`config.mk`:
```
export PLATFORM = sky130hd
export DESIGN_NAME = utf8_decoder_with_byte_escape_core
export DESIGN_NICKNAME = d
export VERILOG_FILES = /design/src/sv/u8esc_pkg.sv /design/src/sv/u8esc_decode.sv /design/src/sv/utf8_decoder_with_byte_escape_core.sv
export SDC_FILE = /design/constraint.sdc
export NUM_CORES = 1
export LEC_CHECK = 0
export BUFFER_PORTS_ARGS = -buffer_cell sky130_fd_sc_hd__buf_2
export CORE_UTILIZATION = 65
export CTS_BUF_LIST = sky130_fd_sc_hd__clkbuf_8
export DETAILED_ROUTE_END_ITERATION = 16
export PLACE_DENSITY = 0.82
export SYNTH_ARGS = -nofsm -noshare
export SYNTH_HDL_FRONTEND = slang
export SYNTH_HIERARCHICAL = 1
export SYNTH_SLANG_ARGS = --single-unit
export TNS_END_PERCENT = 5
```
`constraint.sdc`:
```
create_clock -name clk -period 8.4 [get_ports clk]
set_input_delay 0.84 -clock clk [delete_from_list [all_inputs] [get_ports clk]]
set_output_delay 0.84 -clock clk [all_outputs]
set_load 0.01 [all_outputs]
```
`src/sv/u8esc_pkg.sv`:
```
// ----------------------------------------------------------------------------
// u8esc_pkg: shared types and constants of the UTF-8 decoder
// Holds the result bundle that the decode stage passes to the output queue,
// and the widths and limits that both sides depend on.
// ----------------------------------------------------------------------------
package u8esc_pkg;

  localparam int RUNE_W  = 31;
  localparam int RES_MAX = 4;
  localparam int Q_DEPTH = 8;

  // Escape mark ORed onto a raw byte that could not be decoded
  localparam logic [RUNE_W-1:0] ESC_MARK = 31'h7000_0000;

  // Results caused by one input byte, lowest index delivered first
  typedef struct packed {
    logic [2:0]                        count;
    logic                              done;
    logic [RES_MAX-1:0][RUNE_W-1:0]    runes;
  } res_t;

endpackage

```
`src/sv/u8esc_decode.sv`:
```
// ----------------------------------------------------------------------------
// u8esc_decode: sequence buffer and decode for one byte per cycle while take is high
// Holds the lead and continuation bytes of an open sequence and, on the byte
// that closes it, checks the whole sequence and yields a code point or the
// escaped bytes. All results of a byte are worked out in the same cycle.
// ----------------------------------------------------------------------------
module u8esc_decode (
  input  logic              clk,
  input  logic              rst,
  input  logic              take,
  input  logic [7:0]        byte_in,
  input  logic              stream_end,
  output u8esc_pkg::res_t   res
);

  logic [7:0] held_bytes [3];
  logic [7:0] held_bytes_next [3];
  logic [1:0] held_count, held_count_next;
  logic [2:0] expected_len, expected_len_next;

  logic       idle;
  logic [2:0] lead_len;
  logic [2:0] cnt;
  logic [7:0] seq [4];
  logic [u8esc_pkg::RES_MAX-1:0][u8esc_pkg::RUNE_W-1:0] esc_runes;
  logic       cont1, cont2, cont3;
  logic [10:0] v2;
  logic [15:0] v3;
  logic [20:0] v4;
  logic        ok;
  logic [u8esc_pkg::RUNE_W-1:0] code;

  // Classify a byte as a sequence lead
  always_comb begin
    unique case (byte_in) inside
      [8'h00:8'h7f]: lead_len = 3'd1;
      [8'hc0:8'hdf]: lead_len = 3'd2;
      [8'he0:8'hef]: lead_len = 3'd3;
      [8'hf0:8'hf7]: lead_len = 3'd4;
      default:       lead_len = 3'd0;
    endcase
  end

  assign idle = (expected_len < 3'd2) || (expected_len > 3'd4) || (held_count == 2'd0);
  assign cnt  = {1'b0, held_count} + 3'd1;

  // Assemble the held bytes with the current one behind them
  always_comb begin
    for (int i = 0; i < 4; i++) begin
      if (i < int'(held_count)) begin
        seq[i] = held_bytes[i];
      end else if (i == int'(held_count)) begin
        seq[i] = byte_in;
      end else begin
        seq[i] = 8'h00;
      end
      esc_runes[i] = u8esc_pkg::ESC_MARK | {23'd0, seq[i]};
    end
  end

  // Check continuation bytes and value range of the completed sequence
  assign cont1 = (seq[1][7:6] == 2'b10);
  assign cont2 = (seq[2][7:6] == 2'b10);
  assign cont3 = (seq[3][7:6] == 2'b10);
  assign v2 = {seq[0][4:0], seq[1][5:0]};
  assign v3 = {seq[0][3:0], seq[1][5:0], seq[2][5:0]};
  assign v4 = {seq[0][2:0], seq[1][5:0], seq[2][5:0], seq[3][5:0]};

  always_comb begin
    unique case (expected_len)
      3'd2: begin
        ok   = cont1 && (v2 >= 11'h080);
        code = {20'd0, v2};
      end
      3'd3: begin
        ok   = cont1 && cont2 && (v3 >= 16'h0800) &&
               !((v3 > 16'hd7ff) && (v3 < 16'he000));
        code = {15'd0, v3};
      end
      3'd4: begin
        ok   = cont1 && cont2 && cont3 && (v4 > 21'h00ffff) && (v4 <= 21'h10ffff);
        code = {10'd0, v4};
      end
      default: begin
        ok   = 1'b0;
        code = '0;
      end
    endcase
  end

  // Produce results and the next buffer state
  always_comb begin
    held_bytes_next   = held_bytes;
    held_count_next   = held_count;
    expected_len_next = expected_len;
    res.count = 3'd0;
    res.done  = stream_end;
    res.runes = esc_runes;
    if (idle) begin
      if (lead_len == 3'd1) begin
        res.count    = 3'd1;
        res.runes[0] = {23'd0, byte_in};
      end else if ((lead_len == 3'd0) || stream_end) begin
        res.count    = 3'd1;
        res.runes[0] = u8esc_pkg::ESC_MARK | {23'd0, byte_in};
      end else begin
        held_bytes_next[0] = byte_in;
        held_count_next    = 2'd1;
        expected_len_next  = lead_len;
      end
      if ((lead_len < 3'd2) || stream_end) begin
        held_count_next   = 2'd0;
        expected_len_next = 3'd0;
      end
    end else if (cnt >= expected_len) begin
      if (ok) begin
        res.count    = 3'd1;
        res.runes[0] = code;
      end else begin
        res.count = expected_len;
      end
      held_count_next   = 2'd0;
      expected_len_next = 3'd0;
    end else if (stream_end) begin
      res.count         = cnt;
      held_count_next   = 2'd0;
      expected_len_next = 3'd0;
    end else begin
      held_bytes_next[held_count] = byte_in;
      held_count_next             = cnt[1:0];
    end
  end

  // Update the sequence buffer on each transfer
  always_ff @(posedge clk) begin
    if (rst) begin
      held_count   <= 2'd0;
      expected_len <= 3'd0;
    end else if (take) begin
      held_count   <= held_count_next;
      expected_len <= expected_len_next;
    end
  end

  always_ff @(posedge clk) begin
    if (take) begin
      held_bytes <= held_bytes_next;
    end
  end

endmodule

```
`src/sv/utf8_decoder_with_byte_escape_core.sv`:
```
// ----------------------------------------------------------------------------
// utf8_decoder_with_byte_escape_core: UTF-8 decoder with escaped bad bytes
// Results: a byte's results enter the result queue on its transfer and are offered behind any still queued.
// Throughput: one byte per cycle while the result queue has room for four
// results (eight entries); results leave at one per cycle while m_tready is
// high, set by the single output port of the queue.
// Reset: synchronous, clears the open sequence and empties the result queue.
// ----------------------------------------------------------------------------
module utf8_decoder_with_byte_escape_core (
  input  logic        clk,
  input  logic        rst,
  input  logic        s_tvalid,
  output logic        s_tready,
  input  logic [7:0]  s_tdata,   // [7:0] byte_in
  input  logic        s_tlast,   // stream_end
  output logic        m_tvalid,
  input  logic        m_tready,
  output logic [31:0] m_tdata,   // [30:0] rune, [31] zero fill
  output logic        m_tlast,   // run_last
  output logic        m_tuser    // [0] stream_done
);

  localparam int CW = $clog2(u8esc_pkg::Q_DEPTH + 1);
  localparam int IW = $clog2(u8esc_pkg::Q_DEPTH);

  u8esc_pkg::res_t res;

  logic                          take;
  logic                          pop;
  logic [2:0]                    nres;
  logic [CW-1:0]                 cnt, cnt_next, cnt_base;
  logic [u8esc_pkg::RUNE_W-1:0]  q_rune [u8esc_pkg::Q_DEPTH];
  logic                          q_last [u8esc_pkg::Q_DEPTH];
  logic                          q_done [u8esc_pkg::Q_DEPTH];
  logic [u8esc_pkg::RUNE_W-1:0]  q_rune_next [u8esc_pkg::Q_DEPTH];
  logic                          q_last_next [u8esc_pkg::Q_DEPTH];
  logic                          q_done_next [u8esc_pkg::Q_DEPTH];

  assign s_tready = (cnt <= CW'(u8esc_pkg::Q_DEPTH - u8esc_pkg::RES_MAX));
  assign take     = s_tvalid && s_tready;
  assign m_tvalid = (cnt != '0);
  assign pop      = m_tvalid && m_tready;
  assign m_tdata  = {1'b0, q_rune[0]};
  assign m_tlast  = q_last[0];
  assign m_tuser  = q_done[0];

  u8esc_decode u_decode (
    .clk        (clk),
    .rst        (rst),
    .take       (take),
    .byte_in    (s_tdata),
    .stream_end (s_tlast),
    .res        (res)
  );

  assign nres     = take ? res.count : 3'd0;
  assign cnt_base = cnt - CW'(pop);
  assign cnt_next = cnt_base + CW'(nres);

  // Advance the queue by the popped entry and append the new results
  always_comb begin
    logic [CW-1:0] k;
    for (int j = 0; j < u8esc_pkg::Q_DEPTH; j++) begin
      k = CW'(j) - cnt_base;
      q_rune_next[j] = q_rune[j];
      q_last_next[j] = q_last[j];
      q_done_next[j] = q_done[j];
      if (CW'(j) < cnt_base) begin
        q_rune_next[j] = q_rune[IW'(j + int'(pop))];
        q_last_next[j] = q_last[IW'(j + int'(pop))];
        q_done_next[j] = q_done[IW'(j + int'(pop))];
      end else if (k < CW'(nres)) begin
        q_rune_next[j] = res.runes[k[1:0]];
        q_last_next[j] = (k == CW'(nres) - CW'(1));
        q_done_next[j] = (k == CW'(nres) - CW'(1)) && res.done;
      end
    end
  end

  // Hold the queue fill level
  always_ff @(posedge clk) begin
    if (rst) begin
      cnt <= '0;
    end else begin
      cnt <= cnt_next;
    end
  end

  always_ff @(posedge clk) begin
    q_rune <= q_rune_next;
    q_last <= q_last_next;
    q_done <= q_done_next;
  end

endmodule
```
==> results of run 1 <==
## state kept, by name, summed over array words and instances, names as in the netlist
register / count
cnt: 4
m_tdata: 31
m_tlast: 1
m_tuser: 1
q_done: 7
q_last: 7
q_rune: 217
u_decode/expected_len: 3
u_decode/held_bytes: 24
u_decode/held_count: 2
## per-stage QoR
step | worst slack [ns] | hold slack (ns) | instance area, um2 | cells | utilization
final | 2.16 | 0.533 | 20100 | 2166 | 0.691
after global routing | 1.87 | 0.529 | 20100 | 2166 | 0.691
after CTS | 2.23 | 0.526 | 20100 | 2166 | 0.691
after detailed placement | 2.26 | 0.517 | 19200 | 2085 | 0.662
after global placement | 2.34 | 0.508 | 19200 | 2085 | 0.662
after floorplan | 1.74 | 0.466 | 19600 | 1875 | -
## metal layers
metal  up-vias  routed length [um]  global-route usage
met1      7009               19100               0.436
li1       6319                   -                   -
met4         2                1750               0.138
met2       951               23100               0.514
met3       157                5510              0.0701
met5         -                  12                   0
## worst paths after layout
check                                start                        to  slack (ns)  depth (start not counted)
setup / recovery                    cnt[2]               q_rune[165]        2.16                         14
hold / removal    u_decode/expected_len[2]  u_decode/expected_len[2]        0.53                          2
setup reg to reg                    cnt[2]               q_rune[165]        2.16                         14
hold reg to reg   u_decode/expected_len[2]  u_decode/expected_len[2]        0.53                          2
## cell families after synthesis
group	synth area share
compound gates	0.100
xor+xnor	0.0112
fa+ha+maj	0.0185
buf+inv	0.0803
flops	0.456
mux	0.205
other cells	0.000582
simple gates	0.128
## placed cells by master (no fill, tap or decap), drive strengths merged, types with 5 or more instances in the layout
master  Yosys  final
mux2      160    160
mux4       62     62
a211oi      5      5
and2       18     18
nor2      136    136
o41ai       6      6
mux2i      75     75
nand3       9      9
nor2b       5      5
a31oi      95     95
o31ai      12     12
a22oi       8      8
nor3        7      7
o21ai      64     64
clkinv      0     16
a21oi      90     90
nand2     318    318
nand3b      5      5
xnor2      17     17
ha         27     27
and3       11     11
or2        33     33
conb        3     77
dfxtp       9      9
edfxtp    288    288
o22ai       5      5
o221ai      8      8
buf       170     65
clkbuf     69     50
inv        33     45
nand2b      7      7
## cell usage after synthesis (9+ instances only)
cell type	instances
clkbuf_1	69
mux4_2	62
mux2_2	157
dfxtp_1	9
nor2_1	135
buf_4	125
and2_1	16
a31oi_1	95
ha_1	27
inv_1	31
a21oi_1	90
xnor2_1	15
buf_2	34
and3_1	11
mux2i_1	73
edfxtp_1	288
o31ai_1	11
nand2_1	316
o21ai_0	60
or2_2	33
## layout make-up
| cell class | instances | area, um2 | share of cell area |
|---|---|---|---|
| clock buffer | 50 | 688 | 0.0343 |
| clock inverter | 31 | 171 | 0.00855 |
| inverter | 33 | 125 | 0.00624 |
| multi-input combinational | 1306 | 9400 | 0.468 |
| sequential | 297 | 8830 | 0.440 |
| tap | 384 | 480 | 0.0240 |
| timing repair buffer | 65 | 370 | 0.0185 |
## worst max-delay path: cells and delay by family (launching register included)
kind	cells	cell delay, ns
compound gates	3	0.71
fa+ha+maj	4	2.21
buf+inv	4	1.14
flops	1	0.49
simple gates	3	1.28
==> impl_metrics.py, run 1 <==
metrics = {
    "status": {
        "outcome": "finished, final reports clean",
    },
    "cts": {
        "clockBufferDepth": 3,
        "post-cts-setup-buffers": 0,
        "cts_buffers": 50,
        "path_clk_slew_ns": 0.06,
        "cts_root_buf": "clkbuf_8",
        "insertion_delay_ns": 0.60,
        "h-tree-depth": 2,
        "hold_buffers": 0,
        "cts-resized-gates": 0,
        "cts_sinks": 297,
        "cts_tree": "yes",
    },
    "timing": {
        "hold_viol_final": 0,
        "worst_pin_slew_ns": 1.26,
        "rsz0062_at_grt": "false",
        "relSlewSlack": 0.156,
        "slew_viol_final": 0,
        "max_freq_mhz": 160,
        "min_period_ns": 6.24,
        "final.setup.tns_ns": 0,
        "skew_ns": 0.0260,
        "timing.final.crit_share": 0.743,
        "setup_viol": 0,
    },
    "synthesis": {
        "synth_seq_cells": 297,
        "synth-main-ff-cell": "edfxtp_1",
        "synth_top_cell_area_share": 0.447,
        "seq_area_frac_synth": 0.456,
        "synth_warnings": 6,
        "synth_edf_count": 288,
        "ys_async_sr_fraction": 0,
        "synth_area_um2": 19400,
        "syn_inst": 1801,
        "synth_area_leaders": "edfxtp_1, mux2_2, mux4_2, nand2_1, buf_4",
        "postSynthAreaPerCell_um2": 10.8,
        "synth_cell_type_count": 75,
        "synth_top_cell_by_area": "edfxtp_1",
    },
    "global_route": {
        "overflow": 0,
        "grt_max_degree": 86,
        "antenna_found_initial": 1,
        "grt_pass1_wl_mm": 77.0,
        "grt_use_total": 0.325,
        "grt_pass1_vias": 14200,
    },
    "worst_setup_path": {
        "path_common_cell": "ha_2",
        "cp_max_fo": 80,
        "cpPeakStageDelay_ns": 0.84,
        "critPathCaptureType": "flip-flop",
        "arrival_ns": 6.48,
        "path_cells": "or4_4, nand2_8, clkinv_2, ha_4, ha_2, inv_2, ha_2, inv_1, ha_1, a21o_1, a21oi_1, nand3_1, o21ai_4, buf_4",
        "critPathRequiredTime_ns": 8.64,
        "critPathLaunchType": "flip-flop",
        "critical_path_class": "reg -> reg",
        "slowest_stage": "ha_2",
    },
    "floorplanning": {
        "num_rows": 62,
        "die-height_um": 175,
        "ioPinCount": 49,
        "dieArea_um2": 30500,
        "die_w_um": 175,
        "core_um2": 29000,
        "initial_core_util": 0.667,
    },
    "run": {
        "cap_viol_max_count": 0,
    },
    "finish": {
        "num_antenna_cells": 0,
        "num-fill-cells": 2104,
        "final_layout_size_suffix_gt1_frac": 0.235,
        "area_growth_pct": 3.60,
        "fin_nets": 1794,
    },
    "drt": {
        "drtIter0Drc": 1830,
        "vias": 14400,
        "first_pass_iters": 6,
        "wl_per_cell_um": 22.9,
        "via_per_inst": 6.67,
        "antenna_left": 0,
        "drc_errors": 0,
        "wl_mm": 49.5,
    },
    "placed_design": {
        "io_buffers": 47,
        "dpl.hpwl_mm": 30.7,
        "gp_congestion": 0.924,
    },
    "worst_hold_path": {
        "hp-class": "reg -> reg",
    },
}
Power of run 1 is left out: the tool's default activity adds up to more than one toggle a clock period on the data nets, which glitch-free logic cannot reach.
==> inputs of run 2 (changes only) <==
Settings changed: ABC_AREA set to 1, CORE_UTILIZATION 65 to 59, PLACE_DENSITY 0.82 to 0.79.
Clock period 8.4 ns to 5.5 ns, I/O delays scaled along.
==> impl_metrics.py, run 2 <==
metrics = {
    "status": {
        "outcome": "finished, final reports clean",
    },
    "global_route": {
        "grt_use_total": 0.350,
        "overflow": 0,
        "grt_max_degree": 189,
        "antenna_found_initial": 0,
        "grt_pass1_wl_mm": 90.4,
        "grt_pass1_vias": 16500,
    },
    "finish": {
        "final_layout_size_suffix_gt1_frac": 0.0880,
        "area_growth_pct": 4.69,
        "fin_nets": 2476,
        "num_antenna_cells": 0,
        "layout_common_cells": "nand2_1, o21ai_0, edfxtp_1, inv_1, nor2_1",
        "final_util": 0.626,
        "top_register": "q_rune",
        "final_common_cell": "nand2_1",
        "largest_reg_flops": 217,
    },
    "synthesis": {
        "synth_top_cell_area_share": 0.446,
        "synth-main-ff-cell": "edfxtp_1",
        "synth_area_um2": 19400,
        "synth_warnings": 6,
        "ys_async_sr_fraction": 0,
        "yosysMostFrequentCell": "nand2_1",
        "synth_cell_type_count": 47,
        "seq_area_frac_synth": 0.455,
        "syn_inst": 2482,
        "synth_area_leaders": "edfxtp_1, nand2_1, o21ai_0, buf_4, inv_1",
        "synth_edf_count": 288,
        "synth_top_cell_by_area": "edfxtp_1",
        "postSynthAreaPerCell_um2": 7.82,
        "synth_seq_cells": 297,
        "synth_commonest_cells": "nand2_1, o21ai_0, edfxtp_1",
    },
    "worst_setup_path": {
        "critPathRequiredTime_ns": 5.82,
        "cp_max_fo": 20,
        "r2r_setup_slack_ns": 0.43,
        "critPathCaptureType": "flip-flop",
        "critical_path_class": "reg -> reg",
        "arrival_ns": 5.39,
        "critPathLaunchType": "flip-flop",
    },
    "drt": {
        "via_per_inst": 6.03,
        "first_pass_iters": 7,
        "wl_mm": 58.9,
        "drc_errors": 0,
        "antenna_left": 0,
        "wl_per_cell_um": 20.2,
        "drtIter0Drc": 2461,
        "vias": 17600,
    },
    "timing": {
        "max_freq_mhz": 197,
        "hold_viol_final": 0,
        "slew_viol_final": 0,
        "skew_ns": 0.0482,
        "setup_viol": 0,
        "relSlewSlack": 0.0981,
        "rsz0062_at_grt": "false",
        "timing.final.crit_share": 0.922,
        "min_period_ns": 5.07,
        "worst_pin_slew_ns": 1.35,
    },
    "placed_design": {
        "gp_congestion": 0.897,
        "dpl.hpwl_mm": 36.3,
        "io_buffers": 47,
    },
    "cts": {
        "hold_buffers": 0,
        "insertion_delay_ns": 0.65,
        "path_clk_slew_ns": 0.06,
        "cts_tree": "yes",
        "cts_buffers": 50,
        "cts-resized-gates": 0,
        "h-tree-depth": 2,
        "cts_root_buf": "clkbuf_8",
        "clockBufferDepth": 3,
        "post-cts-setup-buffers": 0,
        "cts_sinks": 297,
    },
    "run": {
        "cap_viol_max_count": 0,
    },
    "floorplanning": {
        "die_w_um": 183,
        "die-height_um": 183,
        "initial_core_util": 0.598,
        "ioPinCount": 49,
        "dieArea_um2": 33600,
        "core_um2": 32500,
        "num_rows": 66,
    },
    "worst_hold_path": {
        "hp-class": "in -> reg",
    },
}
## run 2: changes by cell type in the layout (fill, tap and decap cells not counted), sizes merged, moves of 32 or more
cell	previous run	this run
nand2	318	777
inv	45	238
a21oi	90	58
nor2	136	190
a22oi	8	41
mux4	62	0
o21ai	64	387
mux2i	75	34
mux2	160	0
nand3	9	51
a31oi	95	0
## run 2: worst paths after layout
kind / start / endpoint / cells after the start
setup / recovery: u_decode/held_count[1] / q_rune[60] / 21
hold / removal: s_tdata[5] / u_decode/held_bytes[5] / 1
setup reg to reg: u_decode/held_count[1] / q_rune[60] / 21
hold reg to reg: q_rune[150] / q_rune[181] / 2
## run 2: critical path: stages (launching register included)
cell and delay, ns:
dfxtp_1 0.58, inv_2 0.14, ha_1 0.36, inv_2 0.34, nand2_1 0.08, nand2_1 0.21
nand3_1 0.11, nand2_1 0.08, nand2_1 0.06, nand2_2 0.07, nand3_4 0.16, nand2_4 0.23
nand2_1 0.13, a21oi_1 0.25, nand2_1 0.26, ha_1 0.36, a21oi_1 0.14, inv_1 0.07
a21oi_1 0.16, nand3_1 0.15, o21ai_4 0.45, buf_4 0.34
## run 2: per-stage QoR
stage,instance area [um2],hold slack [ns],TNS (ns),setup slack (ns),instances
after floorplan,19700,0.481,-8.53,-0.230,2556
after global placement,19400,0.525,0,0.655,2825
after detailed placement,19400,0.531,0,0.575,2825
after CTS,20300,0.143,0,0.540,2918
after global routing,20300,0.159,0,0.00416,2918
final,20300,0.167,0,0.429,2918
## run 2: final cells by class
cell class,count,area [um2]
clock buffers,52,716
flip-flops and latches,297,8830
repair buffers,84,563
inverters,221,830
fillers,2828,12100
well taps,442,553
clock inverters,41,214
multi-input cells,1781,8610
## run 2: logic make-up (layout without fill, tap and decap cells)
family,after synthesis,in the layout,synth area share
XOR/XNOR,5,5,0.00226
adder cells (fa/ha/maj),28,28,0.0184
AO/OA/AOI/OAI,566,566,0.162
buffers and inverters,478,398,0.121
AND/OR/NAND/NOR,1071,1071,0.223
other,3,77,0.000580
flip-flops,297,297,0.455
multiplexers,34,34,0.0175
## run 2: routing by layer
layer	vias up	global-route usage	wire length [um]
li1	8033	-	-
met1	8115	0.479	23600
met2	1257	0.539	25700
met3	199	0.0933	7760
met4	0	0.117	1870
met5	-	0	0
Power of run 2 is left out for the same reason.
